## config.mk

```make
export PLATFORM = sky130hd
export DESIGN_NAME = png_unf_ctrl
export DESIGN_NICKNAME = d
export VERILOG_FILES = /design/src/hdl/png_unf_pkg.sv /design/src/hdl/png_unf_ctrl.sv
export SDC_FILE = /design/constraint.sdc
export NUM_CORES = 1
export LEC_CHECK = 0
export ABC_AREA = 0
export BUFFER_PORTS_ARGS = -buffer_cell sky130_fd_sc_hd__buf_4
export CAP_MARGIN = 30
export CORE_MARGIN = 3
export CORE_UTILIZATION = 30
export CTS_BUF_LIST = sky130_fd_sc_hd__clkbuf_2
export DETAILED_ROUTE_END_ITERATION = 8
export MAX_ROUTING_LAYER = met4
export PLACE_DENSITY_LB_ADDON = 0.25
export REMOVE_ABC_BUFFERS = 1
export SLEW_MARGIN = 20
export SYNTH_ARGS = -nofsm -noshare
export SYNTH_HDL_FRONTEND = slang
export SYNTH_SLANG_ARGS = --single-unit
```

## constraint.sdc

```tcl
create_clock -name clock -period 6.4 [get_ports clock]
set_clock_uncertainty 0.1 [all_clocks]
set_input_delay 0.32 -clock clock [delete_from_list [all_inputs] [get_ports clock]]
set_output_delay 0.32 -clock clock [all_outputs]
set_load 0.01 [all_outputs]
```

## src/hdl/png_unf_pkg.sv

```systemverilog
// Shared types and constants for the PNG scanline unfilter core.
`default_nettype none

package png_unf_pkg;

   localparam int MAX_ROW_BYTES_DEF = 8192;
   localparam int MAX_BPP_DEF       = 8;

   localparam int BYTE_W  = 8;
   localparam int BPP_W   = 4;
   localparam int WIDTH_W = 14;

   localparam logic [BPP_W-1:0]   BPP_RST   = 4'd4;
   localparam logic [WIDTH_W-1:0] WIDTH_RST = 14'd640;

   // row filter; every type above Paeth is folded into FILT_BAD
   typedef enum logic [2:0] {
      FILT_NONE  = 3'd0,
      FILT_SUB   = 3'd1,
      FILT_UP    = 3'd2,
      FILT_AVG   = 3'd3,
      FILT_PAETH = 3'd4,
      FILT_BAD   = 3'd5
   } filt_type;

   typedef enum logic {
      CSR_BPP   = 1'b0,
      CSR_WIDTH = 1'b1
   } csr_idx_type;

   // word held in the working register between control and datapath
   typedef struct packed {
      logic [BYTE_W-1:0] data_byte;
      logic              is_filter;
      logic              first_row;
      logic              row_end;
      filt_type          filt;
   } unf_item_type;

endpackage

`default_nettype wire

```

## src/hdl/png_unf_ctrl.sv

```systemverilog
// Input side: config registers, column tracking, row filter and working register.
`default_nettype none

module png_unf_ctrl
   import png_unf_pkg::*;
#(
   parameter int MAX_ROW_BYTES = MAX_ROW_BYTES_DEF,
   parameter int MAX_BPP       = MAX_BPP_DEF,
   parameter int ADDR_W        = $clog2(MAX_ROW_BYTES_DEF),
   parameter int IDX_W         = 3
) (
   input  wire logic               clock,
   input  wire logic               reset,
   input  wire logic               req_tvalid,
   output logic                    req_tready,
   input  wire logic [BYTE_W-1:0]  req_tdata,
   input  wire logic               req_tuser,
   input  wire logic               csr_valid,
   output logic                    csr_ready,
   input  wire logic               csr_index,
   input  wire logic [WIDTH_W-1:0] csr_wdata,
   input  wire logic               s1_advance,
   output logic                    s1_valid,
   output unf_item_type            s1_item,
   output logic      [ADDR_W-1:0]  s1_pos,
   output logic      [IDX_W-1:0]   left_idx,
   output logic                    rd_en,
   output logic      [ADDR_W-1:0]  rd_addr
);

   localparam int LEN_W  = $clog2(MAX_ROW_BYTES + 1);
   localparam int PROD_W = WIDTH_W + BPP_W;

   logic [BPP_W-1:0]   bpp_ff;
   logic [WIDTH_W-1:0] width_ff;
   logic [LEN_W-1:0]   col_ff,   col_in;
   logic               first_ff, first_in;
   filt_type           filt_ff,  filt_in;
   logic               s1_valid_ff, s1_valid_in;
   unf_item_type       s1_item_ff;
   logic [ADDR_W-1:0]  s1_pos_ff;

   logic [BPP_W-1:0]   bpp_eff;
   logic [WIDTH_W-1:0] width_eff;
   logic [PROD_W-1:0]  prod;
   logic [LEN_W-1:0]   row_len;
   logic               accept;
   logic               is_filter;
   logic               row_end;
   filt_type           new_filt;
   unf_item_type       item;

   assign csr_ready = 1'b1;

   always_ff @(posedge clock) begin
      if (reset) begin
         bpp_ff   <= BPP_RST;
         width_ff <= WIDTH_RST;
      end else if (csr_valid) begin
         unique case (csr_idx_type'(csr_index))
            CSR_BPP:   bpp_ff   <= csr_wdata[BPP_W-1:0];
            CSR_WIDTH: width_ff <= csr_wdata;
         endcase
      end
   end

   // clamp the registers into range, then row length saturating at the store depth
   always_comb begin
      if (bpp_ff == '0) begin
         bpp_eff = BPP_W'(1);
      end else if (bpp_ff > BPP_W'(MAX_BPP)) begin
         bpp_eff = BPP_W'(MAX_BPP);
      end else begin
         bpp_eff = bpp_ff;
      end
      width_eff = (width_ff == '0) ? WIDTH_W'(1) : width_ff;
      prod      = PROD_W'(width_eff) * PROD_W'(bpp_eff);
      row_len   = (prod > PROD_W'(MAX_ROW_BYTES)) ? LEN_W'(MAX_ROW_BYTES) : LEN_W'(prod);
   end

   assign left_idx = IDX_W'(bpp_eff - BPP_W'(1));

   assign accept     = req_tvalid && req_tready;
   assign req_tready = !s1_valid_ff || s1_advance;
   assign is_filter  = req_tuser || (col_ff == '0);
   assign row_end    = (col_ff >= row_len);
   assign new_filt   = (req_tdata > BYTE_W'(FILT_PAETH)) ? FILT_BAD : filt_type'(req_tdata[2:0]);
   assign rd_addr    = ADDR_W'(col_ff - LEN_W'(1));
   assign rd_en      = accept && !is_filter;

   always_comb begin
      item.data_byte = req_tdata;
      item.is_filter = is_filter;
      item.first_row = first_ff;
      item.row_end   = row_end;
      item.filt      = filt_ff;
   end

   always_comb begin
      col_in      = col_ff;
      first_in    = first_ff;
      filt_in     = filt_ff;
      s1_valid_in = s1_valid_ff;
      if (s1_advance) begin
         s1_valid_in = 1'b0;
      end
      if (accept) begin
         s1_valid_in = 1'b1;
         if (is_filter) begin
            col_in  = LEN_W'(1);
            filt_in = new_filt;
            if (req_tuser) begin
               first_in = 1'b1;
            end
         end else if (row_end) begin
            col_in   = '0;
            first_in = 1'b0;
         end else begin
            col_in = col_ff + LEN_W'(1);
         end
      end
   end

   always_ff @(posedge clock) begin
      if (reset) begin
         col_ff      <= '0;
         first_ff    <= 1'b1;
         filt_ff     <= FILT_NONE;
         s1_valid_ff <= 1'b0;
      end else begin
         col_ff      <= col_in;
         first_ff    <= first_in;
         filt_ff     <= filt_in;
         s1_valid_ff <= s1_valid_in;
      end
   end

   always_ff @(posedge clock) begin
      if (accept) begin
         s1_item_ff <= item;
         s1_pos_ff  <= rd_addr;
      end
   end

   assign s1_valid = s1_valid_ff;
   assign s1_item  = s1_item_ff;
   assign s1_pos   = s1_pos_ff;

endmodule

`default_nettype wire

```

**Yosys cells after proc, flatten, opt, wreduce, memory -nomap -nowiden**

Cells that the tools add are included.

- Bits in registers: 64
- Input port bits: 29
- Output and inout bits: 47
- Word-level logic and storage cells: 49

- Add/subtract/negate cells: 3
- Multipliers: 1
- $lt $le $gt $ge: 4
- Equality and inequality tests: 1
- Multiplexer cells: 12
- Bitwise operators: 1
- Reduce and logical (&&, ||, !) cells: 15

Operators with widths:

| cell | count |
|---|---|
| 2-to-1 mux 14 bit | 4 |
| logical NOT 14 bit | 2 |
| > comparator 18 x 14 -> 1 bit, second input constant | 1 |
| multiplier 14 x 4 -> 18 bit | 1 |
| adder 14 x 1 -> 14 bit, second input constant | 1 |
| greater-or-equal comparator 14 bit | 1 |
| subtractor 13 x 1 -> 13 bit, second input constant | 1 |
| > comparator 8 x 3 -> 1 bit, second input constant | 1 |
| 2-to-1 mux 4 bit | 2 |
| AND reduction 2 bit | 3 |
| 2-to-1 mux 1 bit | 5 |
| > comparator 4 bit, second input constant | 1 |
| logical NOT 4 bit | 1 |
| nonzero test 2 bit | 2 |
| 2-to-1 mux 3 bit | 1 |
| AND reduction 3 bit | 1 |
| subtractor 3 x 1 -> 3 bit, second input constant | 1 |
| logical AND 1 bit | 2 |
| logical NOT 1 bit | 2 |
| logical OR 1 bit | 2 |
| inequality test 2 bit, second input constant | 1 |
| NOT 1 bit | 1 |

**Logic depth before layout (Yosys ltp)**

Gate-level depths: netlist of the first run.

- Depth after elaboration: 9
- Depth in mapped cells: 27
- Mapped depth without buffers: 23

**Least setup slack after synthesis of the first run**

Ideal clock, no wire load.

- Path type: reg2reg
- Start point: register width_ff[8]
- End point: register col_ff[7]
- Library setup time: 0.072 ns
- Data arrival time: 5.610 ns
- Data required time: 6.228 ns
- Path slack: 0.619 ns
- Stages on the path, launching flop included: 26
- Buffers on the path: 3
- Clock period less this slack: 5.781 ns
- Path through: dfxtp_1 -> nor4_1 -> a41oi_1 -> nor2_1 -> fa_1 -> fa_1 -> inv_1 -> fa_1 -> nand2b_1 -> a21oi_1 -> or2_1 -> clkbuf_1 -> xnor2_1 -> nand4b_1 -> o41ai_4 -> and3_1 -> ha_1 -> nand2b_1 -> a21o_1 -> a21oi_1 -> o2111ai_1 -> a211oi_1 -> buf_6 -> buf_2 -> a21oi_1 -> mux2i_1

- Word-level cells in the longest chain between the ends: 8

RTL lines:

| what | RTL line | text |
|---|---|---|
| from (decl) | png_unf_ctrl.sv:35 | `logic [WIDTH_W-1:0] width_ff;` |
| from (signal assigned) | png_unf_ctrl.sv:62 | `CSR_WIDTH: width_ff <= csr_wdata;` |
| logical NOT 14 bit | png_unf_ctrl.sv:76 | `width_eff = (width_ff == '0) ? WIDTH_W'(1) : width_ff;` |
| 2-to-1 mux 14 bit (*) | png_unf_ctrl.sv:76 |  |
| multiplier 14 x 4 -> 18 bit (*) | png_unf_ctrl.sv:77 | `prod = PROD_W'(width_eff) * PROD_W'(bpp_eff);` |
| > comparator 18 x 14 -> 1 bit | png_unf_ctrl.sv:78 | `row_len = (prod > PROD_W'(MAX_ROW_BYTES)) ? LEN_W'(MAX_ROW_BYTES) : LEN_W'(prod);` |
| 2-to-1 mux 14 bit (*) | png_unf_ctrl.sv:78 |  |
| greater-or-equal comparator 14 bit (*) | png_unf_ctrl.sv:86 | `assign row_end = (col_ff >= row_len);` |
| 2-to-1 mux 14 bit (*) | png_unf_ctrl.sv:115 | `end else if (row_end) begin` |
| 2-to-1 mux 14 bit (*) | png_unf_ctrl.sv:109 | `if (is_filter) begin` |
| to (signal assigned) | png_unf_ctrl.sv:131 | `col_ff <= col_in;` |
| to (decl) | png_unf_ctrl.sv:36 | `logic [LEN_W-1:0] col_ff, col_in;` |

Every way passes the cells marked *; elsewhere a longest branch is shown, timed or not.
A chain may end at the register's enable or synchronous reset.

**Worst setup path after layout of the first run**

- Start point: register width_ff[4]
- End point: register col_ff[1]

- Word-level cells in the longest chain between the ends: 8

RTL lines:

| what | RTL line | text |
|---|---|---|
| logical NOT 14 bit | png_unf_ctrl.sv:76 |  |
| 2-to-1 mux 14 bit (*) | png_unf_ctrl.sv:76 |  |
| multiplier 14 x 4 -> 18 bit (*) | png_unf_ctrl.sv:77 |  |
| > comparator 18 x 14 -> 1 bit | png_unf_ctrl.sv:78 |  |
| 2-to-1 mux 14 bit (*) | png_unf_ctrl.sv:78 |  |
| greater-or-equal comparator 14 bit (*) | png_unf_ctrl.sv:86 |  |
| named net row_end | png_unf_ctrl.sv:49 | `logic row_end;` |
| 2-to-1 mux 14 bit (*) | png_unf_ctrl.sv:115 |  |
| 2-to-1 mux 14 bit (*) | png_unf_ctrl.sv:109 |  |

Mark *: on every way through the listed nets, which the timed path passes. The rest lies on a longest branch.

==> results of run 1 <==
## metal layers
metal	vias to the layer above	part of all wire	routed length, µm
met4	0	0.017	209
met1	1935	0.46	5580
met5	-	0	0
met3	17	0.054	650
met2	111	0.47	5650
li1	2155	-	-
## worst paths after layout
check        depth (start not counted)   startpoint    endpoint
min reg2reg                          0   filt_ff[1]  s1_item[1]
max                                 22  width_ff[4]   col_ff[1]
max reg2reg                         22  width_ff[4]   col_ff[1]
min                                  4    csr_index   bpp_ff[2]
## layout make-up
class	count	area (µm²)	share of cell area
Multi-Input combinational cell	426	3190	0.503
Sequential cell	64	1550	0.245
Timing Repair Buffer	113	933	0.147
Tap cell	216	270	0.0426
Inverter	60	225	0.0355
Clock inverter	7	125	0.0197
Clock buffer	9	45.0	0.00711
## cell families after synthesis
logic type,after synthesis,synth area share
XOR/XNOR,26,0.0448
AO/OA/AOI/OAI,96,0.142
AND/OR/NAND/NOR,234,0.233
other,1,0.000738
buffers and inverters,88,0.0710
multiplexers,5,0.00986
adder cells (fa/ha/maj),64,0.193
flip-flops,64,0.305
## flip-flops by register name, summed over array words and instances (netlist names)
name / flops
filt_ff: 3
first_ff: 1
width_ff: 14
s1_pos: 13
s1_item: 14
col_ff: 14
s1_valid: 1
bpp_ff: 4
## power by group through the flow
stage	Sequential (mW)	Combinational (mW)	Clock, mW
2_1_floorplan	0.472	0.154	0
3_3_place_gp	0.468	0.258	0
3_5_place_dp	0.469	0.262	0
4_1_cts	0.460	0.277	0.357
5_1_grt	0.463	0.308	0.371
6_report	0.460	0.272	0.346
## worst max-delay path, delay by kind of cell, from the launching register on
family	cells	cell delay (ns)
AO/OA/AOI/OAI	10	2.04
AND/OR/NAND/NOR	6	1.53
adder cells (fa/ha/maj)	4	1.48
flip-flops	1	0.41
buffers and inverters	1	0.24
XOR/XNOR	1	0.15
## per-stage QoR
stage,setup TNS [ns],hold slack (ns),setup slack (ns),power [mW]
final,0,0.0973,0.431,1.08
after global routing,0,0.0675,0.0267,1.14
after CTS,0,0.0438,0.176,1.09
after detailed placement,0,0.318,0.220,0.730
after global placement,0,0.311,0.382,0.726
after floorplan,-0.546,0.289,-0.123,0.627
## synth_stat cells, types with 4 or more instances
| cell type | instances | share of area |
|---|---|---|
| a21o_1 | 9 | 0.013 |
| xor2_1 | 17 | 0.029 |
| o21a_1 | 4 | 0.0059 |
| a21oi_1 | 34 | 0.034 |
| nor4_1 | 7 | 0.0086 |
| a211oi_1 | 5 | 0.0074 |
| ha_1 | 40 | 0.099 |
| o21ai_0 | 5 | 0.0049 |
| nand2b_1 | 4 | 0.0049 |
| nand3b_1 | 5 | 0.0074 |
| xnor2_1 | 9 | 0.016 |
| and3_1 | 10 | 0.012 |
| nor2_1 | 37 | 0.027 |
| a22o_1 | 4 | 0.0069 |
| nor3_1 | 8 | 0.0079 |
| nand4_1 | 5 | 0.0062 |
| a221o_1 | 4 | 0.0079 |
| nor2b_1 | 6 | 0.0074 |
| nand3_1 | 30 | 0.030 |
| dfxtp_1 | 37 | 0.15 |
| fa_1 | 24 | 0.095 |
| mux2i_1 | 5 | 0.0099 |
| nand2_1 | 72 | 0.053 |
| clkbuf_1 | 17 | 0.013 |
| o21ai_1 | 6 | 0.0059 |
| buf_2 | 6 | 0.0059 |
| inv_1 | 58 | 0.043 |
| edfxtp_1 | 27 | 0.16 |
| and2_1 | 38 | 0.047 |
## repair_timing
item / in CTS / in global routing
gates resized for setup: 0 / 5
hold endpoints to repair: 31 / 0
hold buffers: 29 / 0
endpoints found under the setup margin: 0 / 15
==> impl_metrics.json, run 1 <==
{
  "start_util": 0.313,
  "grtUsageMet1": 0.170,
  "place_congestion": 0.876,
  "required_ns": 6.79,
  "wl_um": 12100,
  "layout_common_cells": "83 x buf_4, 72 x nand2_1, 58 x inv_1, 40 x ha_1, 38 x and2_1",
  "slowest_delay_ns": 0.49,
  "layout_commonest_cell": "buf_4",
  "antenna_found_initial": 0,
  "async_reset_ff_frac": 0,
  "coreArea_um2": 16200,
  "status": "complete, no violations",
  "fmax_ghz": 0.168,
  "p_sw_mw": 0.334,
  "htreeDepth": 3,
  "relSlewSlack": 0.448,
  "synthFlopType": "dfxtp_1",
  "crit_slowest_cell": "fa_1",
  "numCtsBuffers": 9,
  "die_y_um": 136,
  "die_x_um": 136,
  "instances_no_fill": 895,
  "ios": 76,
  "overflow": 0,
  "hold_viol": 0,
  "path_cells": "nor4_1 -> a41oi_1 -> nor2_1 -> fa_1 -> fa_1 -> ha_1 -> a211oi_2 -> nor3b_2 -> o22ai_1 -> o41ai_2 -> xnor2_1 -> a2111oi_4 -> buf_4 -> and3_1 -> ha_1 -> nand2b_1 -> a21o_1 -> a21oi_1 -> o2111ai_1 -> a21o_1 -> or4_1 -> a21oi_1",
  "finalSetupViolations": 0,
  "gr-usage-met2": 0.225,
  "post_cts_buffers": 0,
  "vias": 4218,
  "grt_pass1_wl_um": 20100,
  "diodes": 0,
  "grt_pass1_vias": 4186,
  "syn_area_um2": 5080,
  "synth_edf_count": 27,
  "worst-path-max-fanout": 14,
  "p_int_mw": 0.744,
  "cts_max_path_buffers": 2,
  "cellPowerDensity_nw_per_um2": 170,
  "drc": 0,
  "power.leakage_nw": 2.83,
  "insertion_delay_ns": 0.54,
  "slew_violations": 0,
  "cp-start-kind": "flip-flop",
  "busiest_layer": "met2",
  "ys_seq_area_frac": 0.305,
  "clockRootBuffer": "clkbuf_2",
  "nets": 767,
  "period_share": 0.933,
  "post-route-util": 0.390,
  "regToRegSetupSlack_ns": 0.43,
  "pwr-share-comb": 0.253,
  "rsz0062_at_grt": "no",
  "fill_cells": 1667,
  "post_dp_cell_area_um2": 5860,
  "drt-pass1-iter-count": 4,
  "placedCellCount": 850,
  "drive_gt1_frac": 0.180,
  "arrival_ns": 6.36,
  "port_buffers": 74,
  "via_per_inst": 4.71,
  "hp-class": "in -> reg",
  "worst_pin_slew_ns": 0.825,
  "wl_per_cell_um": 13.5,
  "design_area_um2": 6340,
  "clock_power_share": 0.321,
  "antenna_left": 0,
  "syn_avg_cell_area_um2": 8.79,
  "die_area_um2": 18500,
  "grt_util_all_layers": 0.138,
  "ys_types": 64,
  "initialDrtViolationCount": 131,
  "cts_tree": "done",
  "max_cap_violations": 0,
  "clock_sinks": 64,
  "rows": 46,
  "hpwl_um": 9560,
  "fin_crit_ns": 5.97,
  "netlist_instances": 578,
  "netSwitchingFraction": 0.310,
  "p_seq_frac": 0.427,
  "crit_type": "reg -> reg",
  "vdd.ir_drop.worst_uv": 194,
  "met3_usage": 0.0307,
  "grt_max_degree": 32,
  "area_delta_synth_final_pct": 24.8,
  "cts.reportedPaths.clkPinSlew_ns": 0.21,
  "synth_seq_cells": 64,
  "yosysWarnings": 0,
  "end_kind": "flip-flop"
}
No activity file was read; power rests on OpenSTA's default activity.
==> run 2: changes to the inputs <==
--- a/config.mk
+++ b/config.mk
@@ -5,7 +5,7 @@
 export SDC_FILE = /design/constraint.sdc
 export NUM_CORES = 1
 export LEC_CHECK = 0
-export ABC_AREA = 0
+export ABC_AREA = 1
 export BUFFER_PORTS_ARGS = -buffer_cell sky130_fd_sc_hd__buf_4
 export CAP_MARGIN = 30
 export CORE_MARGIN = 3
==> impl_metrics.json, run 2 <==
{
  "post-route-util": 0.373,
  "instances_no_fill": 1083,
  "ff2ff_path_depth": 28,
  "clockRootBuffer": "clkbuf_2",
  "placedCellCount": 1039,
  "netlist_instances": 757,
  "async_reset_ff_frac": 0,
  "wl_per_cell_um": 11.6,
  "antenna_left": 0,
  "crit_slowest_cell": "dfxtp_2",
  "die_area_um2": 19300,
  "max_cap_violations": 0,
  "hp-class": "in -> reg",
  "synth_most_common_cell": "nand2_1",
  "rows": 48,
  "required_ns": 6.77,
  "crit_type": "reg -> reg",
  "fin_crit_ns": 5.66,
  "grt_max_degree": 26,
  "fmax_ghz": 0.177,
  "arrival_ns": 6.02,
  "synth_top_area_share": 0.153,
  "cts_max_path_buffers": 2,
  "ys_types": 33,
  "grt_util_all_layers": 0.140,
  "cts_tree": "done",
  "drive_gt1_frac": 0.128,
  "post_cts_buffers": 0,
  "period_share": 0.884,
  "numCtsBuffers": 9,
  "finalSetupViolations": 0,
  "grt_pass1_wl_um": 22100,
  "wl_um": 12600,
  "start_util": 0.307,
  "antenna_found_initial": 0,
  "area_delta_synth_final_pct": 21.6,
  "post_dp_cell_area_um2": 6060,
  "slew_violations": 0,
  "relSlewSlack": 0.563,
  "via_per_inst": 4.43,
  "layout_commonest_cell": "nand2_1",
  "hpwl_um": 10100,
  "vdd.ir_drop.worst_uv": 107,
  "cp-start-kind": "flip-flop",
  "finalSetupTns_ns": 0,
  "htreeDepth": 3,
  "layout_common_cells": "174 x nand2_1, 143 x inv_1, 111 x nor2_1, 76 x buf_4, 46 x nand3_1",
  "drt-pass1-iter-count": 4,
  "cts.reportedPaths.clkPinSlew_ns": 0.21,
  "hold_depth": 4,
  "synthFlopType": "dfxtp_1",
  "synth_edf_count": 27,
  "hold_viol": 0,
  "syn_avg_cell_area_um2": 7.01,
  "clock_sinks": 64,
  "port_buffers": 74,
  "status": "complete, no violations",
  "die_x_um": 139,
  "drc": 0,
  "r2r-start": "bpp_ff[3]",
  "synth_seq_cells": 64,
  "end_kind": "flip-flop",
  "worst-path-max-fanout": 17,
  "initialDrtViolationCount": 209,
  "overflow": 0,
  "die_y_um": 139,
  "cellPowerDensity_nw_per_um2": 173,
  "synth.area.top_cells": "edfxtp_1 15%, dfxtp_1 14%, nand2_1 12%",
  "ys_top_cells_by_count": "174 x nand2_1, 143 x inv_1, 111 x nor2_1",
  "ys_seq_area_frac": 0.292,
  "vias": 4793,
  "insertion_delay_ns": 0.53,
  "crit_start": "bpp_ff[3]",
  "fill_cells": 1873,
  "yosysWarnings": 0,
  "rsz0062_at_grt": "no",
  "grt_pass1_vias": 4747,
  "design_area_um2": 6460,
  "syn_area_um2": 5310,
  "ios": 76,
  "yosysTopAreaCell": "edfxtp_1",
  "coreArea_um2": 17300,
  "diodes": 0,
  "slowest_delay_ns": 0.54,
  "worst_pin_slew_ns": 0.654,
  "nets": 946,
  "hold_path_startpoint": "csr_index",
  "place_congestion": 0.831,
  "power.leakage_nw": 3.24
}
## run 2: worst paths after layout
path           endpoint  slack (ns)
min reg2reg  s1_item[2]        0.34
max reg2reg   col_ff[1]        0.74
min           bpp_ff[0]        0.08
max           col_ff[1]        0.74
## run 2: cell families after synthesis
family | Yosys count | synth area share
compound gates | 76 | 0.0754
xor+xnor | 16 | 0.0278
fa+ha+maj | 64 | 0.185
buf+inv | 166 | 0.123
flops | 64 | 0.292
other cells | 1 | 0.000706
simple gates | 370 | 0.296
## run 2: worst max-delay path, delay by kind of cell (launching register included)
kind	cells	cell delay, ns
buf+inv	5	0.82
flops	1	0.54
fa+ha+maj	4	1.69
simple gates	15	1.93
compound gates	4	0.53
## run 2: power breakdown
part           internal [mW]  switching, mW  total (mW)
sequential             0.453         0.0127       0.466
combinational          0.153          0.232       0.384
clock                 0.0901          0.175       0.265
## run 2: stage by stage
stage | total power, mW | hold slack [ns] | setup WS, ns
2_1_floorplan | 0.726 | 0.282 | 1.51
3_3_place_gp | 0.848 | 0.308 | 0.672
3_5_place_dp | 0.850 | 0.310 | 0.543
4_1_cts | 1.13 | 0.0315 | 0.501
5_1_grt | 1.21 | 0.0918 | 0.139
6_report | 1.12 | 0.0758 | 0.744
## run 2: layout make-up
type	instances	area [µm²]	share of cell area
clock buffer	9	45.0	0.00698
tap	225	282	0.0436
clock inverter	7	71.3	0.0110
sequential	64	1550	0.241
timing repair buffer	104	851	0.132
multi-input combinational	527	3100	0.481
inverter	147	552	0.0855
## run 2: repair_timing
item / in CTS / in global routing
endpoints found under the hold margin: 45 / 0
hold buffers: 28 / 0
setup endpoints to repair: 0 / 6
gates resized for setup: 0 / 1
## run 2: routing by layer
metal  track usage  up-vias  routed length [µm]  part of all wire
met3        0.0238       18                 515             0.041
met4        0.0386        0                 231             0.018
met1         0.172     2136                5950              0.47
li1              -     2544                   -                 -
met2         0.237       95                5900              0.47
met5             -        -                   0                 0
==> run 3: changes to the inputs <==
--- a/config.mk
+++ b/config.mk
@@ -10,11 +10,11 @@
 export CAP_MARGIN = 30
 export CORE_MARGIN = 3
 export CORE_UTILIZATION = 30
-export CTS_BUF_LIST = sky130_fd_sc_hd__clkbuf_2
 export DETAILED_ROUTE_END_ITERATION = 8
 export MAX_ROUTING_LAYER = met4
 export PLACE_DENSITY_LB_ADDON = 0.25
 export REMOVE_ABC_BUFFERS = 1
+export SETUP_SLACK_MARGIN = 0.1
 export SLEW_MARGIN = 20
 export SYNTH_ARGS = -nofsm -noshare
 export SYNTH_HDL_FRONTEND = slang
==> impl_metrics.json, run 3 (synthesized netlist as in run 2, its figures left out) <==
{
  "slew_violations": 0,
  "ctsHoldBuffers": 0,
  "design_area_um2": 6360,
  "end_kind": "flip-flop",
  "drc": 0,
  "post-route-util": 0.367,
  "antenna_found_initial": 0,
  "crit_slowest_cell": "fa_1",
  "power.leakage_nw": 3.20,
  "arrival_ns": 5.79,
  "numCtsBuffers": 9,
  "worst_pin_slew_ns": 0.661,
  "slowest_delay_ns": 0.52,
  "die_y_um": 139,
  "area_delta_synth_final_pct": 19.7,
  "hold_depth": 1,
  "vdd.ir_drop.worst_uv": 147,
  "grt_pass1_wl_um": 21800,
  "worst-path-max-fanout": 17,
  "nets": 918,
  "cts.reportedPaths.clkPinSlew_ns": 0.06,
  "finalSetupViolations": 0,
  "cellPowerDensity_nw_per_um2": 210,
  "grt_util_all_layers": 0.138,
  "ff2ff_path_depth": 28,
  "cp-start-kind": "flip-flop",
  "overflow": 0,
  "hpwl_um": 10100,
  "drt-pass1-iter-count": 5,
  "place_congestion": 0.831,
  "vias": 4661,
  "die_area_um2": 19300,
  "hp-class": "in -> reg",
  "layout_commonest_cell": "nand2_1",
  "max_cap_violations": 0,
  "wl_um": 12400,
  "start_util": 0.307,
  "cts_tree": "done",
  "layout_common_cells": "174 x nand2_1, 143 x inv_1, 111 x nor2_1, 76 x buf_4, 46 x nand3_1",
  "rsz0062_at_grt": "no",
  "fmax_ghz": 0.178,
  "grt_max_degree": 26,
  "hold_viol": 0,
  "insertion_delay_ns": 0.34,
  "diodes": 0,
  "fin_crit_ns": 5.62,
  "die_x_um": 139,
  "clock_sinks": 64,
  "wl_per_cell_um": 11.7,
  "period_share": 0.878,
  "clockRootBuffer": "clkbuf_16",
  "status": "complete, no violations",
  "via_per_inst": 4.42,
  "finalSetupTns_ns": 0,
  "initialDrtViolationCount": 228,
  "htreeDepth": 3,
  "port_buffers": 74,
  "coreArea_um2": 17300,
  "ios": 76,
  "crit_type": "reg -> reg",
  "antenna_left": 0,
  "post_dp_cell_area_um2": 6060,
  "required_ns": 6.57,
  "register_area_um2": 1550,
  "cts_max_path_buffers": 2,
  "fill_cells": 1875,
  "grt_pass1_vias": 4621,
  "drive_gt1_frac": 0.133,
  "relSlewSlack": 0.558,
  "post_cts_buffers": 0,
  "rows": 48,
  "multi_input_area_um2": 3100
}
-- run 3: timing repair --
| action | in CTS | in global routing |
|---|---|---|
| resized for setup | 0 | 1 |
| endpoints found under the setup margin | 0 | 7 |
| endpoints found under the hold margin | 0 | 0 |
-- run 3: power breakdown --
part           switching [mW]  internal [mW]
combinational           0.228          0.141
clock                   0.200          0.302
sequential             0.0127          0.453
-- run 3: worst max-delay path: cells and delay by family (launching register included) --
kind	cells	cell delay [ns]
flip-flops	1	0.50
AO/OA/AOI/OAI	4	0.52
AND/OR/NAND/NOR	15	1.92
adder cells (fa/ha/maj)	4	1.68
buffers and inverters	5	0.80
-- run 3: metal layers --
metal  part of all wire  GRT usage  vias to the layer above  wire, µm
li1                   -          -                     2495         -
met1               0.47      0.173                     2054      5880
met2               0.47      0.229                       94      5780
met3              0.043     0.0241                       18       527
met4              0.017     0.0371                        0       206
met5                  0          -                        -         0
-- run 3: worst paths after layout --
kind / from / endpoint / slack (ns)
max reg2reg: bpp_ff[3] / col_ff[1] / 0.78
min reg2reg: filt_ff[2] / s1_item[2] / 0.32
min: req_tdata[5] / s1_item[11] / 0.07
max: bpp_ff[3] / col_ff[1] / 0.78
-- run 3: area by class of cell --
type	instances	share of cell area
multi-input combinational	527	0.488
sequential	64	0.244
timing repair buffer	76	0.0898
inverter	147	0.0868
tap	225	0.0443
clock buffer	9	0.0354
clock inverter	7	0.0112
-- run 3: metrics by stage --
step / hold WS (ns) / std cells / setup WS [ns] / power, mW
after global placement: 0.308 / 1039 / 0.672 / 0.848
after floorplan: 0.282 / 738 / 1.51 / 0.726
final: 0.0658 / 1055 / 0.778 / 1.34
after global routing: 0.0661 / 1055 / 0.138 / 1.43
after CTS: 0.0615 / 1055 / 0.520 / 1.36
after detailed placement: 0.310 / 1039 / 0.543 / 0.850
