File: src/hdl/png_unf_pkg.sv
// Shared types and constants for the PNG scanline unfilter core.
`default_nettype none

package png_unf_pkg;

   localparam int MAX_ROW_BYTES_DEF = 8192;
   localparam int MAX_BPP_DEF       = 8;

   localparam int BYTE_W  = 8;
   localparam int BPP_W   = 4;
   localparam int WIDTH_W = 14;

   localparam logic [BPP_W-1:0]   BPP_RST   = 4'd4;
   localparam logic [WIDTH_W-1:0] WIDTH_RST = 14'd640;

   // row filter; every type above Paeth is folded into FILT_BAD
   typedef enum logic [2:0] {
      FILT_NONE  = 3'd0,
      FILT_SUB   = 3'd1,
      FILT_UP    = 3'd2,
      FILT_AVG   = 3'd3,
      FILT_PAETH = 3'd4,
      FILT_BAD   = 3'd5
   } filt_type;

   typedef enum logic {
      CSR_BPP   = 1'b0,
      CSR_WIDTH = 1'b1
   } csr_idx_type;

   // word held in the working register between control and datapath
   typedef struct packed {
      logic [BYTE_W-1:0] data_byte;
      logic              is_filter;
      logic              first_row;
      logic              row_end;
      filt_type          filt;
   } unf_item_type;

endpackage

`default_nettype wire

File: src/hdl/png_unf_recon.sv
// Byte reconstruction: neighbour histories, predictors and output register.
`default_nettype none

module png_unf_recon
   import png_unf_pkg::*;
#(
   parameter int MAX_BPP = MAX_BPP_DEF,
   parameter int ADDR_W  = $clog2(MAX_ROW_BYTES_DEF),
   parameter int IDX_W   = 3
) (
   input  wire logic              clock,
   input  wire logic              reset,
   input  wire logic              s1_valid,
   input  wire unf_item_type      s1_item,
   input  wire logic [ADDR_W-1:0] s1_pos,
   input  wire logic [IDX_W-1:0]  left_idx,
   input  wire logic [BYTE_W-1:0] above_raw,
   output logic                   s1_advance,
   output logic                   wr_en,
   output logic      [ADDR_W-1:0] wr_addr,
   output logic      [BYTE_W-1:0] wr_data,
   output logic                   rsp_tvalid,
   input  wire logic              rsp_tready,
   output logic      [BYTE_W-1:0] rsp_tdata,
   output logic                   rsp_tlast,
   output logic                   rsp_tuser
);

   logic [BYTE_W-1:0] left_hist_ff [MAX_BPP];
   logic [BYTE_W-1:0] left_hist_in [MAX_BPP];
   logic [BYTE_W-1:0] ul_hist_ff   [MAX_BPP];
   logic [BYTE_W-1:0] ul_hist_in   [MAX_BPP];
   logic              out_valid_ff, out_valid_in;
   logic [BYTE_W-1:0] out_byte_ff;
   logic              out_last_ff;
   logic              out_bad_ff;

   logic [BYTE_W-1:0] left, above, upleft, pred, res;
   logic [BYTE_W:0]   avg_sum;
   logic              bad;
   logic              load_out;

   function automatic logic [BYTE_W-1:0] paeth_pick(input logic [BYTE_W-1:0] a,
                                                    input logic [BYTE_W-1:0] b,
                                                    input logic [BYTE_W-1:0] c);
      logic signed [BYTE_W+1:0] sa, sb, sc;
      logic        [BYTE_W+1:0] da, db, dc;
      sa = $signed({2'b00, b}) - $signed({2'b00, c});
      sb = $signed({2'b00, a}) - $signed({2'b00, c});
      sc = $signed({2'b00, a}) + $signed({2'b00, b}) - $signed({1'b0, c, 1'b0});
      da = (sa < 0) ? -sa : sa;
      db = (sb < 0) ? -sb : sb;
      dc = (sc < 0) ? -sc : sc;
      if (da <= db && da <= dc) begin
         return a;
      end else if (db <= dc) begin
         return b;
      end else begin
         return c;
      end
   endfunction

   assign left    = left_hist_ff[left_idx];
   assign upleft  = ul_hist_ff[left_idx];
   assign above   = s1_item.first_row ? '0 : above_raw;
   assign avg_sum = {1'b0, left} + {1'b0, above};

   always_comb begin
      bad  = 1'b0;
      pred = '0;
      unique case (s1_item.filt)
         FILT_NONE:  pred = '0;
         FILT_SUB:   pred = left;
         FILT_UP:    pred = above;
         FILT_AVG:   pred = avg_sum[BYTE_W:1];
         FILT_PAETH: pred = paeth_pick(left, above, upleft);
         default:    bad  = 1'b1;
      endcase
      res = bad ? '0 : s1_item.data_byte + pred;
   end

   // filter-type words pass through without touching the output register
   assign s1_advance = s1_valid && (s1_item.is_filter || !out_valid_ff || rsp_tready);
   assign load_out   = s1_advance && !s1_item.is_filter;

   assign wr_en   = load_out;
   assign wr_addr = s1_pos;
   assign wr_data = res;

   always_comb begin
      left_hist_in = left_hist_ff;
      ul_hist_in   = ul_hist_ff;
      if (s1_advance) begin
         if (s1_item.is_filter) begin
            for (int i = 0; i < MAX_BPP; i++) begin
               left_hist_in[i] = '0;
               ul_hist_in[i]   = '0;
            end
         end else begin
            for (int i = MAX_BPP - 1; i > 0; i--) begin
               left_hist_in[i] = left_hist_ff[i-1];
               ul_hist_in[i]   = ul_hist_ff[i-1];
            end
            left_hist_in[0] = res;
            ul_hist_in[0]   = above;
         end
      end
   end

   always_comb begin
      if (load_out) begin
         out_valid_in = 1'b1;
      end else if (rsp_tready) begin
         out_valid_in = 1'b0;
      end else begin
         out_valid_in = out_valid_ff;
      end
   end

   always_ff @(posedge clock) begin
      if (reset) begin
         for (int i = 0; i < MAX_BPP; i++) begin
            left_hist_ff[i] <= '0;
            ul_hist_ff[i]   <= '0;
         end
         out_valid_ff <= 1'b0;
      end else begin
         left_hist_ff <= left_hist_in;
         ul_hist_ff   <= ul_hist_in;
         out_valid_ff <= out_valid_in;
      end
   end

   always_ff @(posedge clock) begin
      if (load_out) begin
         out_byte_ff <= res;
         out_last_ff <= s1_item.row_end;
         out_bad_ff  <= bad;
      end
   end

   assign rsp_tvalid = out_valid_ff;
   assign rsp_tdata  = out_byte_ff;
   assign rsp_tlast  = out_last_ff;
   assign rsp_tuser  = out_bad_ff;

endmodule

`default_nettype wire

File: config.mk
export PLATFORM = sky130hd
export DESIGN_NAME = png_unf_recon
export DESIGN_NICKNAME = d
export VERILOG_FILES = /design/src/hdl/png_unf_pkg.sv /design/src/hdl/png_unf_recon.sv
export SDC_FILE = /design/constraint.sdc
export NUM_CORES = 1
export LEC_CHECK = 0
export BUFFER_PORTS_ARGS = -buffer_cell sky130_fd_sc_hd__buf_4
export CELL_PAD_IN_SITES_DETAIL_PLACEMENT = 1
export CELL_PAD_IN_SITES_GLOBAL_PLACEMENT = 1
export CORE_MARGIN = 10
export CORE_UTILIZATION = 32
export DETAILED_ROUTE_END_ITERATION = 10
export PLACE_DENSITY_LB_ADDON = 0.12
export SLEW_MARGIN = 10
export SYNTH_ARGS = -nofsm -noshare
export SYNTH_HDL_FRONTEND = slang
export SYNTH_SLANG_ARGS = --single-unit
export TNS_END_PERCENT = 50
File: constraint.sdc
create_clock -name clock -period 38.4 [get_ports clock]
set_clock_uncertainty 0.15 [all_clocks]
set_input_delay 11.52 -clock clock [delete_from_list [all_inputs] [get_ports clock]]
set_output_delay 11.52 -clock clock [all_outputs]
set_load 0.01 [all_outputs]
## Yosys cells after proc, flatten, opt, wreduce, memory -nomap -nowiden

Cells that the tools add are included.

- Flip-flop bits (word level): 139
- Input port bits: 42
- Output and inout bits: 34
- Logic and storage cells: 70

- Add/subtract/negate cells: 9
- Magnitude comparators: 7
- Equality and inequality tests: 4
- Multiplexer cells: 19
- Bitwise logic cells: 1
- Reduce and logical (&&, ||, !) cells: 10

Operators with widths:

| operator | number |
|---|---|
| 2-to-1 mux 64 bit | 2 |
| 2-to-1 mux 8 bit | 8 |
| binary-select mux 8 bit (select 3 bit) | 2 |
| one-hot mux 8 bit (4 select lines) | 1 |
| <= comparator 10 bit | 3 |
| 2-to-1 mux 10 bit | 3 |
| negator 9 -> 10 bit | 2 |
| adder 8 x 8 -> 9 bit | 2 |
| < comparator 9 x 1 -> 1 bit, second input constant | 2 |
| subtractor 8 x 8 -> 9 bit | 2 |
| < comparator 10 x 1 -> 1 bit, second input constant | 1 |
| negator 10 bit | 1 |
| subtractor 9 x 9 -> 10 bit | 1 |
| adder 8 bit | 1 |
| equality test 3 x 2 -> 1 bit, second input constant | 2 |
| OR reduction 5 bit | 1 |
| greater-or-equal comparator 4 bit, second input constant | 1 |
| inverter 3 -> 4 bit | 1 |
| equality test 3 x 1 -> 1 bit, second input constant | 1 |
| equality test 3 bit, second input constant | 1 |
| logical AND 1 bit | 3 |
| zero test 3 bit | 1 |
| 2-to-1 mux 1 bit | 3 |
| zero test 1 bit | 2 |
| 2 further kinds | 3 |

## Logic depth before layout (Yosys ltp)

Gate-level depths: netlist of the first run.

- Word-level depth: 15
- Depth in mapped cells: 42
- Depth with buffers taken out: 38

## Least setup slack after synthesis of the first run

OpenSTA, ideal clock, no wires.

- Path kind: input to output
- From: in left_idx[0]
- To: out wr_data[7]
- Arrival time: 20.036 ns
- Data required time: 26.730 ns
- Slack: 6.694 ns
- Stages on the path: 36
- Path buffers: 4
- Cell sequence: clkbuf_1 -> clkbuf_1 -> buf_1 -> mux4_2 -> mux2i_1 -> inv_1 -> fa_1 -> inv_1 -> ha_1 -> a2111oi_1 -> or4b_4 -> a2111oi_4 -> nor2b_1 -> a21oi_1 -> xor2_1 -> ha_1 -> a21o_1 -> a21oi_1 -> nand3_1 -> o211ai_1 -> a32o_2 -> clkbuf_1 -> o21ai_0 -> a221o_1 -> ha_1 -> a21o_1 -> a21oi_1 -> o21bai_1 -> a21oi_1 -> o21bai_1 -> a21oi_1 -> xnor2_1 -> nor3_1 -> o221ai_1 -> o21ai_0 -> or3_1

- Longest elaborated chain between the ends: 14
- Elaborated cells between the ends (all ways): 30
- Those cells by class: add/sub: 9; order compare: 6; mux: 13; bitwise: 1; reduce/logical: 1

RTL lines:

| item | RTL line | text |
|---|---|---|
| from (decl) | png_unf_recon.sv:16 | `input wire logic [IDX_W-1:0] left_idx,` |
| inverter 3 -> 4 bit (implied by the code) * | png_unf_recon.sv:63, png_unf_recon.sv:64 |  |
| binary-select mux 8 bit (select 3 bit) | png_unf_recon.sv:63 | `assign left = left_hist_ff[left_idx];` |
| 2-to-1 mux 8 bit (implied by the code) (2 in series) | png_unf_recon.sv:63 |  |
| adder 8 x 8 -> 9 bit | png_unf_recon.sv:50, png_unf_recon.sv:66 |  |
| subtractor 9 x 9 -> 10 bit | png_unf_recon.sv:50 | `sc = $signed({2'b00, a}) + $signed({2'b00, b}) - $signed({1'b0, c, 1'b0});` |
| negator 10 bit / < comparator 10 x 1 -> 1 bit (equally long branches) | png_unf_recon.sv:53 | `dc = (sc < 0) ? -sc : sc;` |
| 2-to-1 mux 10 bit | png_unf_recon.sv:53 |  |
| <= comparator 10 bit (on tied branches) | png_unf_recon.sv:56, png_unf_recon.sv:54 |  |
| 2-to-1 mux 8 bit / logical AND 1 bit (equally long branches) | png_unf_recon.sv:56, png_unf_recon.sv:54 |  |
| 2-to-1 mux 8 bit | png_unf_recon.sv:54 | `if (da <= db && da <= dc) begin` |
| one-hot mux 8 bit (4 select lines) * | png_unf_recon.sv:71 | `unique case (s1_item.filt)` |
| adder 8 bit * | png_unf_recon.sv:79 | `res = bad ? '0 : s1_item.data_byte + pred;` |
| 2-to-1 mux 8 bit * | png_unf_recon.sv:79 |  |
| to (decl) | png_unf_recon.sv:21 | `output logic [BYTE_W-1:0] wr_data,` |

Every way passes the cells marked *; elsewhere a longest branch is shown, timed or not. The select of a mux whose other input is x is not followed.

## Final worst setup path of the first run

Same ends and word-level chain as after synthesis.

==> flow_metrics.env, run 1 <==
export IMPL_cp_required_ns=26.73
export IMPL_ir_drop_v=0.00001973
export IMPL_die_x_um=192.9
export IMPL_first_pass_iters=4
export IMPL_clockPowerShare=0.404
export IMPL_combinationalPowerShare=0.233
export IMPL_n_fill_cell=3497
export IMPL_postRouteAntennaNets=0
export IMPL_cts_htree_levels=4
export IMPL_rsz0062_at_grt="no"
export IMPL_hold_ws_ns=0.3239
export IMPL_final_cell_mix="nor2_1, a21oi_1, dfxtp_1"
export IMPL_period_needed_ns=32.14
export IMPL_syn_instance_count=1123
export IMPL_cpMostUsedCell="a21oi_1"
export IMPL_drtIter0Drc=326
export IMPL_hold_viol_final=0
export IMPL_diodes=0
export IMPL_row_count=63
export IMPL_final_nets=1237
export IMPL_clk_pin_slew_ns=0.06
export IMPL_regToRegSetupSlack_ns=29.16
export IMPL_grt_pass1_wl_mm=44.11
export IMPL_synthesis_area_um2=9567
export IMPL_total_power_mw=0.4093
export IMPL_intPower_mw=0.2730
export IMPL_post_cts_buffers=0
export IMPL_gr_total_overflow=0
export IMPL_gp_congestion=0.8256
export IMPL_yosys_register_bits=139
export IMPL_drive_above_1_share=0.1232
export IMPL_synthToLayoutAreaGrowth_pct=11.82
export IMPL_cts_hold_fix_buffers=0
export IMPL_routedWlPerCell_um=18.25
export IMPL_switchingPower_mw=0.1363
export IMPL_slew_headroom=0.2571
export IMPL_grt_use_total=0.1500
export IMPL_synth_ff_type="dfxtp_1"
export IMPL_cts_made_buffers=17
export IMPL_dieArea_um2=37210
export IMPL_clk_latency_ns=0.42
export IMPL_p_sw_frac=0.3330
export IMPL_cp_arrival_ns=20.47
export IMPL_grtUsageMet1=0.2029
export IMPL_placedCellCount=1486
export IMPL_setup_tns_ns=0
export IMPL_wl_mm=27.71
export IMPL_grt_max_degree=249
export IMPL_yosysWarnings=0
export IMPL_p_seq_frac=0.363
export IMPL_r2r_start="ul_hist_ff[17]$_SDFFE_PP0P_"
export IMPL_hp_class="reg -> reg"
export IMPL_syn_avg_cell_area_um2=8.519
export IMPL_critPathSlowestCell="mux4_2"
export IMPL_vias=7818
export IMPL_powerDensity_nw_per_um2=38.26
export IMPL_grt_busiest_layer="met2"
export IMPL_root_buffer="clkbuf_16"
export IMPL_cts_repair_resized=0
export IMPL_final_util=0.3619
export IMPL_crit_start="left_idx[0]"
export IMPL_fin_crit_sh=0.8371
export IMPL_cp_start_kind="primary input"
export IMPL_cts_sinks=139
export IMPL_max_cap_violations=0
export IMPL_cp_slowest_stage_delay_ns=0.58
export IMPL_dpl_hpwl_mm=19.65
export IMPL_use_met2=0.2502
export IMPL_setup_viol=0
export IMPL_via_per_inst=5.150
export IMPL_status="complete, no violations"
export IMPL_portBuffers=49
export IMPL_path_delay_family="compound AO/OA/AOI/OAI gates"
export IMPL_coreArea_um2=29560
export IMPL_p_leak_nw=4.126
export IMPL_layout_commonest_cell="nor2_1"
export IMPL_critPathMaxFanout=32
export IMPL_initial_core_util=0.3236
export IMPL_met3_usage=0.02114
export IMPL_cp_end_kind="primary output"
export IMPL_slew_viol_final=0
export IMPL_grt_antenna_before_repair=0
export IMPL_hold_path_startpoint="left_hist_ff[63]$_SDFFE_PP0P_"
export IMPL_cts_tree="built"
export IMPL_ys_seq_area_frac=0.3013
export IMPL_die_h_um=192.9
export IMPL_grt_pass1_vias=7970
export IMPL_async_reset_ff_frac=0
export IMPL_tightest_slew_ns=1.114
export IMPL_synth_enable_flop_cells=10
export IMPL_worst_path_buf_inv=4
export IMPL_fmax_ghz=0.03111
export IMPL_final_cells=1518
export IMPL_cts_max_path_buffers=2
export IMPL_worst_setup_path_type="in -> out"
export IMPL_remaining_drc_errors=0
export IMPL_synth_cell_type_count=62
export IMPL_io_pin_count=76
layout make-up:
type                            count  area (um2)  share of cell area
Multi-Input combinational cell    848        6127              0.5727
Tap cell                          390       488.0             0.04561
Clock buffer                       19       452.9             0.04234
Clock inverter                     13       122.6             0.01146
Sequential cell                   139        2883              0.2695
Inverter                           55       206.4             0.01930
Timing Repair Buffer               54       417.9             0.03906
synth_stat cells, drive strengths merged (9+ instances only):
library cell,number,area share
a22oi,10,0.0078
buf,18,0.013
nor3,15,0.0078
mux2,11,0.013
inv,55,0.022
nor2,183,0.072
nand2,23,0.0093
mux4,32,0.075
ha,69,0.090
clkbuf,65,0.026
nor3b,116,0.091
o21ai,30,0.016
dfxtp,129,0.27
xnor2,25,0.023
mux2i,9,0.0094
nand2b,24,0.016
a21o,10,0.0078
xor2,20,0.018
fa,11,0.023
a211oi,10,0.0078
a21oi,163,0.085
edfxtp,10,0.031
worst register-to-register path: cells and delay by family, from the launching register on:
family	cells	cell delay, ns
compound gates	22	5.02
fa+ha+maj	4	1.47
mux	2	0.96
xor+xnor	2	0.51
simple gates	3	0.39
flops	1	0.34
buf+inv	2	0.25
metal layers:
metal	part of all wire	wire [um]	up-vias
met4	0.0081	224	0
met5	0	0	-
met2	0.47	13010	75
met1	0.50	13770	3780
li1	-	-	3947
met3	0.025	696	16
cell families after synthesis:
logic type                 share of synthesized area
and+or+nand+nor                               0.2244
other                                      0.0007850
DFF                                           0.3013
buffers and inverters                        0.06016
adders and majority gates                     0.1133
xor gates and xnor gates                     0.04120
muxes                                        0.09770
AOI/OAI and AO/OA                             0.1611
flip-flops by register name, summed over array words and instances, names as in the netlist:
name and count:
rsp_tuser 1, rsp_tlast 1, left_hist_ff 64, rsp_tdata 8, rsp_tvalid 1, ul_hist_ff 64
power by group through the flow:
stage | sequential [mW] | clock, mW | combinational, mW
floorplan | 0.152 | 0 | 0.0706
global placement | 0.152 | 0 | 0.0962
detailed placement | 0.152 | 0 | 0.0959
CTS | 0.148 | 0.171 | 0.0963
global route | 0.149 | 0.177 | 0.107
finish | 0.148 | 0.166 | 0.0953
through the flow:
stage               area, um2  worst slack [ns]
global placement        10120             6.455
floorplan                9574             6.694
detailed placement      10120             6.343
finish                  10700             6.256
CTS                     10700             6.280
global route            10700             5.571
path summary, 6_finish.rpt:
path,cells after the start,end
worst min-delay path,2,left_hist_ff[63]$_SDFFE_PP0P_
worst min register to register,2,left_hist_ff[63]$_SDFFE_PP0P_
worst max register to register,35,left_hist_ff[63]$_SDFFE_PP0P_
worst max-delay path,36,wr_data[7]
(Power assumes the default switching activity.)
==> inputs of run 2 (changes only) <==
--- a/config.mk
+++ b/config.mk
@@ -5,6 +5,7 @@
 export SDC_FILE = /design/constraint.sdc
 export NUM_CORES = 1
 export LEC_CHECK = 0
+export ABC_AREA = 1
 export BUFFER_PORTS_ARGS = -buffer_cell sky130_fd_sc_hd__buf_4
 export CELL_PAD_IN_SITES_DETAIL_PLACEMENT = 1
 export CELL_PAD_IN_SITES_GLOBAL_PLACEMENT = 1
==> constraint.sdc (replaced) <==
create_clock -name clock -period 27.3 [get_ports clock]
set_clock_uncertainty 0.15 [all_clocks]
set_input_delay 8.19 -clock clock [delete_from_list [all_inputs] [get_ports clock]]
set_output_delay 8.19 -clock clock [all_outputs]
set_load 0.01 [all_outputs]
==> run 2 against run 1 <==
Non-clock buffer count rose by 6. First-iteration DRC count is 31% higher. Worst hold slack worse by 0.014 ns. Count of clock-buffer cells in the layout is 1 lower. Largest power group is now combinational logic.
==> flow_metrics.env, run 2 <==
export IMPL_synth_compound_area_frac=0.1932
export IMPL_period_needed_ns=24.87
export IMPL_status="complete, no violations"
export IMPL_dieArea_um2=36710
export IMPL_n_fill_cell=3723
export IMPL_setup_viol=0
export IMPL_vias=9088
export IMPL_root_buffer="clkbuf_16"
export IMPL_cts_htree_levels=4
export IMPL_die_h_um=191.6
export IMPL_synthAdderAreaFrac=0.1150
export IMPL_critPathSlowestCell="o21ai_0"
export IMPL_remaining_drc_errors=0
export IMPL_synthesis_area_um2=9423
export IMPL_powerDensity_nw_per_um2=70.04
export IMPL_cp_start_kind="primary input"
export IMPL_yosys_area_share_simple=0.2599
export IMPL_diodes=0
export IMPL_critPathMaxFanout=65
export IMPL_dpl_hpwl_mm=21.92
export IMPL_row_count=62
export IMPL_slew_headroom=0.2777
export IMPL_synth_enable_flop_cells=10
export IMPL_grt_pass1_wl_mm=49.91
export IMPL_syn_avg_cell_area_um2=6.659
export IMPL_path_delay_family="compound AO/OA/AOI/OAI gates"
export IMPL_setup_tns_ns=0
export IMPL_cp_required_ns=18.96
export IMPL_cp_arrival_ns=16.53
export IMPL_design_area_um2=10630
export IMPL_placed_area_um2=10020
export IMPL_final_nets=1539
export IMPL_async_reset_ff_frac=0
export IMPL_via_per_inst=5.010
export IMPL_grt_pass1_vias=9361
export IMPL_max_cap_violations=0
export IMPL_worst_slack_ns=2.434
export IMPL_crit_end="wr_data[7]"
export IMPL_crit_start="left_idx[0]"
export IMPL_synth_top_area_frac=0.2741
export IMPL_cp_depth=48
export IMPL_routedWlPerCell_um=16.83
export IMPL_drive_above_1_share=0.08811
export IMPL_cpMostUsedCell="inv_1"
export IMPL_cts_repair_resized=0
export IMPL_gp_congestion=0.8403
export IMPL_total_power_mw=0.7448
export IMPL_io_pin_count=76
export IMPL_reg2reg_to="rsp_tdata[7]$_DFFE_PP_"
export IMPL_cts_sinks=139
export IMPL_layout_commonest_cell="nand2_1"
export IMPL_synthToLayoutAreaGrowth_pct=12.85
export IMPL_cts_tree="built"
export IMPL_yosysTopAreaCell="dfxtp_1"
export IMPL_regToRegSetupSlack_ns=19.38
export IMPL_drtIter0Drc=428
export IMPL_grt_max_degree=94
export IMPL_ff2ff_path_depth=44
export IMPL_hold_ws_ns=0.3098
export IMPL_fmax_ghz=0.04022
export IMPL_p_leak_nw=4.506
export IMPL_ys_seq_area_frac=0.3059
export IMPL_worst_path_buf_inv=14
export IMPL_cts_hold_fix_buffers=0
export IMPL_synth_ff_type="dfxtp_1"
export IMPL_coreArea_um2=28860
export IMPL_ir_drop_v=0.00003602
export IMPL_initial_core_util=0.3265
export IMPL_fin_crit_sh=0.9108
export IMPL_first_pass_iters=4
export IMPL_yosysMostFrequentCell="nand2_1"
export IMPL_clk_pin_slew_ns=0.08
export IMPL_cp_end_kind="primary output"
export IMPL_ys_top_cells_by_count="nand2_1, a21oi_1, inv_1, dfxtp_1, nor2_1"
export IMPL_clk_latency_ns=0.44
export IMPL_hp_class="reg -> reg"
export IMPL_synth_top_family_by_area="simple AND/OR/NAND/NOR gates"
export IMPL_gr_total_overflow=0
export IMPL_postRouteAntennaNets=0
export IMPL_synth_cell_type_count=45
export IMPL_yosysWarnings=0
export IMPL_rsz0062_at_grt="no"
export IMPL_post_cts_buffers=0
export IMPL_synth_area_top_cells="dfxtp_1, nand2_1, ha_1"
export IMPL_worst_setup_path_type="in -> out"
export IMPL_slew_viol_final=0
export IMPL_portBuffers=49
export IMPL_cts_made_buffers=17
export IMPL_yosys_register_bits=139
export IMPL_grt_antenna_before_repair=0
export IMPL_cts_max_path_buffers=2
export IMPL_r2r_start="left_hist_ff[12]$_SDFFE_PP0P_"
export IMPL_tightest_slew_ns=1.072
export IMPL_muxShareOfSynthArea=0.001062
export IMPL_pre_cts_slack_ns=2.407
export IMPL_synth_xor_area_frac=0.02589
export IMPL_die_x_um=191.6
export IMPL_final_cell_mix="nand2_1, a21oi_1, inv_1"
export IMPL_grt_use_total=0.1678
export IMPL_cp_slowest_stage_delay_ns=0.72
export IMPL_syn_instance_count=1415
export IMPL_wl_mm=30.52
export IMPL_hold_viol_final=0
[run 2: cell count changes after synthesis, sizes merged, moves of 28 or more]
cell | before | now
nor3b | 116 | 1
o22ai | 3 | 31
mux4 | 32 | 0
nor2 | 183 | 118
inv | 55 | 149
nand2 | 23 | 412
nand3 | 7 | 37
o21ai | 30 | 105
[run 2: worst min path at each step]
stage | startpoint | endpoint | slack, ns | cells after the start
5_1_grt | ul_hist_ff[6]$_SDFFE_PP0P_ | ul_hist_ff[6]$_SDFFE_PP0P_ | 0.33 | 2
3_5_place_dp | left_hist_ff[5]$_SDFFE_PP0P_ | left_hist_ff[5]$_SDFFE_PP0P_ | 0.31 | 2
6_report | ul_hist_ff[43]$_SDFFE_PP0P_ | ul_hist_ff[35]$_SDFFE_PP0P_ | 0.31 | 2
4_1_cts | ul_hist_ff[43]$_SDFFE_PP0P_ | ul_hist_ff[35]$_SDFFE_PP0P_ | 0.31 | 2
2_1_floorplan | left_hist_ff[0]$_SDFFE_PP0P_ | left_hist_ff[0]$_SDFFE_PP0P_ | 0.30 | 2
3_3_place_gp | left_hist_ff[4]$_SDFFE_PP0P_ | left_hist_ff[4]$_SDFFE_PP0P_ | 0.30 | 2
[run 2: cells by family after synthesis]
family | count (synthesis)
other | 2
muxes | 1
xor gates and xnor gates | 27
AOI/OAI and AO/OA | 334
and+or+nand+nor | 600
DFF | 139
buffers and inverters | 232
adders and majority gates | 80
[run 2: power by group]
part           switching, mW  leakage, nW  internal, mW
Sequential           0.00147         1.13         0.208
Combinational          0.191         3.07        0.0999
Clock                  0.104        0.300         0.141
[run 2: per-stage QoR]
| step | instances | util |
|---|---|---|
| floorplan | 1417 | - |
| global placement | 1782 | 0.3473 |
| detailed placement | 1782 | 0.3473 |
| CTS | 1814 | 0.3685 |
| global route | 1814 | 0.3685 |
| finish | 1814 | 0.3685 |
[run 2: worst register-to-register path: cells and delay by family (launching register included)]
| family | cells | cell delay [ns] |
|---|---|---|
| adders and majority gates | 4 | 1.56 |
| xor gates and xnor gates | 3 | 0.73 |
| DFF | 1 | 0.35 |
| buffers and inverters | 10 | 0.77 |
| and+or+nand+nor | 15 | 1.47 |
| AOI/OAI and AO/OA | 12 | 2.60 |
[run 2: metal layers]
layer  wire length, um  up-vias  track usage
li1                  -     4603            -
met1             14590     4388       0.2176
met2             14630       81       0.2866
met3               985       16      0.02757
met4               323        0      0.03546
met5                 0        -            0
[run 2: cell type report]
| class | count | area (um2) | area share |
|---|---|---|---|
| multi-input cells | 1046 | 5633 | 0.5297 |
| flip-flops and latches | 139 | 2883 | 0.2711 |
| inverters | 153 | 576.8 | 0.05424 |
| well taps | 384 | 480.5 | 0.04518 |
| repair buffers | 60 | 450.4 | 0.04236 |
| clock buffers | 18 | 439.2 | 0.04130 |
| clock inverters | 14 | 171.4 | 0.01612 |
==> inputs of run 3 (changes only) <==
--- a/config.mk
+++ b/config.mk
@@ -9,6 +9,7 @@
 export BUFFER_PORTS_ARGS = -buffer_cell sky130_fd_sc_hd__buf_4
 export CELL_PAD_IN_SITES_DETAIL_PLACEMENT = 1
 export CELL_PAD_IN_SITES_GLOBAL_PLACEMENT = 1
+export CORE_ASPECT_RATIO = 1.4
 export CORE_MARGIN = 10
 export CORE_UTILIZATION = 32
 export DETAILED_ROUTE_END_ITERATION = 10
==> run 3 against run 2 <==
Combinational power grew 4%. Critical path type unchanged. Power barely moved. Maximum frequency shrank 0.72%.
==> flow_metrics.env, run 3 (synthesis gave the netlist of run 2 again) <==
export IMPL_p_leak_nw=4.493
export IMPL_coreArea_um2=29170
export IMPL_gr_total_overflow=0
export IMPL_cp_arrival_ns=16.71
export IMPL_row_count=74
export IMPL_drive_above_1_share=0.08811
export IMPL_final_util=0.3637
export IMPL_clk_pin_slew_ns=0.06
export IMPL_grtUsageMet1=0.1915
export IMPL_cts_tree="built"
export IMPL_vias=9104
export IMPL_status="complete, no violations"
export IMPL_cts_sinks=139
export IMPL_grt_pass1_vias=9393
export IMPL_tightest_slew_ns=1.069
export IMPL_grt_antenna_before_repair=0
export IMPL_cp_required_ns=18.96
export IMPL_synthToLayoutAreaGrowth_pct=12.56
export IMPL_dpl_hpwl_mm=23.05
export IMPL_use_met2=0.3090
export IMPL_cp_start_kind="primary input"
export IMPL_first_pass_iters=4
export IMPL_cp_slowest_stage_delay_ns=0.81
export IMPL_clk_latency_ns=0.43
export IMPL_grt_use_total=0.1714
export IMPL_fmax_ghz=0.03993
export IMPL_post_cts_buffers=0
export IMPL_die_x_um=165.0
export IMPL_grt_max_degree=100
export IMPL_die_h_um=223.0
export IMPL_ir_drop_v=0.00004675
export IMPL_cts_max_path_buffers=2
export IMPL_fin_crit_sh=0.9174
export IMPL_slew_viol_final=0
export IMPL_setup_tns_ns=0
export IMPL_critPathMaxFanout=32
export IMPL_drtIter0Drc=344
export IMPL_met3_usage=0.02580
export IMPL_portBuffers=49
export IMPL_max_cap_violations=0
export IMPL_remaining_drc_errors=0
export IMPL_cts_repair_resized=0
export IMPL_cp_end_kind="primary output"
export IMPL_layout_commonest_cell="nand2_1"
export IMPL_setup_viol=0
export IMPL_worst_setup_path_type="in -> out"
export IMPL_final_nets=1539
export IMPL_cpMostUsedCell="inv_1"
export IMPL_wl_mm=31.27
export IMPL_grt_busiest_layer="met2"
export IMPL_grt_pass1_wl_mm=50.32
export IMPL_hold_viol_final=0
export IMPL_cts_htree_levels=4
export IMPL_gp_congestion=0.8708
export IMPL_root_buffer="clkbuf_16"
export IMPL_postRouteAntennaNets=0
export IMPL_routedWlPerCell_um=17.28
export IMPL_cts_hold_fix_buffers=0
export IMPL_hp_class="reg -> reg"
export IMPL_critPathSlowestCell="o21ai_0"
export IMPL_powerDensity_nw_per_um2=70.28
export IMPL_cts_made_buffers=17
export IMPL_io_pin_count=76
export IMPL_initial_core_util=0.3231
export IMPL_final_cell_mix="nand2_1, a21oi_1, inv_1"
export IMPL_slew_headroom=0.2876
export IMPL_via_per_inst=5.030
export IMPL_dieArea_um2=36810
export IMPL_period_needed_ns=25.05
export IMPL_diodes=0
export IMPL_rsz0062_at_grt="no"
[run 3: cell types whose count changed in the layout (fill, tap and decap cells not counted), sizes merged]
cell | before | now
inv | 158 | 149
clkinv | 6 | 11
clkinvlp | 1 | 3
clkbuf | 18 | 20
[run 3: final cells by class]
class	count	area, um2
fill	3719	18560
sequential	139	2883
tap	380	475.5
inverter	153	576.8
clock inverter	12	121.4
multi-input combinational	1046	5633
clock buffer	20	466.7
timing repair buffer	60	450.4
[run 3: routing by layer]
layer,vias up,share of wire
met2,95,0.52
met5,-,0
met1,4353,0.43
li1,4602,-
met3,54,0.020
met4,0,0.035
[run 3: through the flow]
step	hold WS [ns]	instance area [um2]	setup slack (ns)	total power, mW	cells
floorplan	0.2957	9430	4.103	0.4254	1417
CTS	0.3160	10610	2.190	0.7559	1810
global route	0.3295	10610	1.238	0.8040	1810
detailed placement	0.3059	10020	2.179	0.5177	1778
global placement	0.3062	10020	2.323	0.5095	1778
finish	0.3135	10610	2.254	0.7454	1810
[run 3: power breakdown]
part / internal [mW] / total (mW) / switching (mW)
clock network: 0.141 / 0.233 / 0.0924
registers: 0.208 / 0.210 / 0.00148
logic: 0.101 / 0.303 / 0.202
[run 3: path summary, 6_finish.rpt]
kind	slack [ns]	depth (start not counted)	end	startpoint
setup / recovery	2.25	49	wr_data[7]	left_idx[1]
hold / removal	0.31	2	left_hist_ff[3]$_SDFFE_PP0P_	left_hist_ff[3]$_SDFFE_PP0P_
setup reg to reg	19.19	46	rsp_tdata[7]$_DFFE_PP_	left_hist_ff[9]$_SDFFE_PP0P_
hold reg to reg	0.31	2	left_hist_ff[3]$_SDFFE_PP0P_	left_hist_ff[3]$_SDFFE_PP0P_
[run 3: critical path: cells and delay by family]
| family | cells | cell delay [ns] |
|---|---|---|
| AND/OR/NAND/NOR | 18 | 1.75 |
| buffers and inverters | 13 | 2.06 |
| adder cells (fa/ha/maj) | 4 | 1.53 |
| AO/OA/AOI/OAI | 11 | 2.43 |
| XOR/XNOR | 3 | 0.70 |
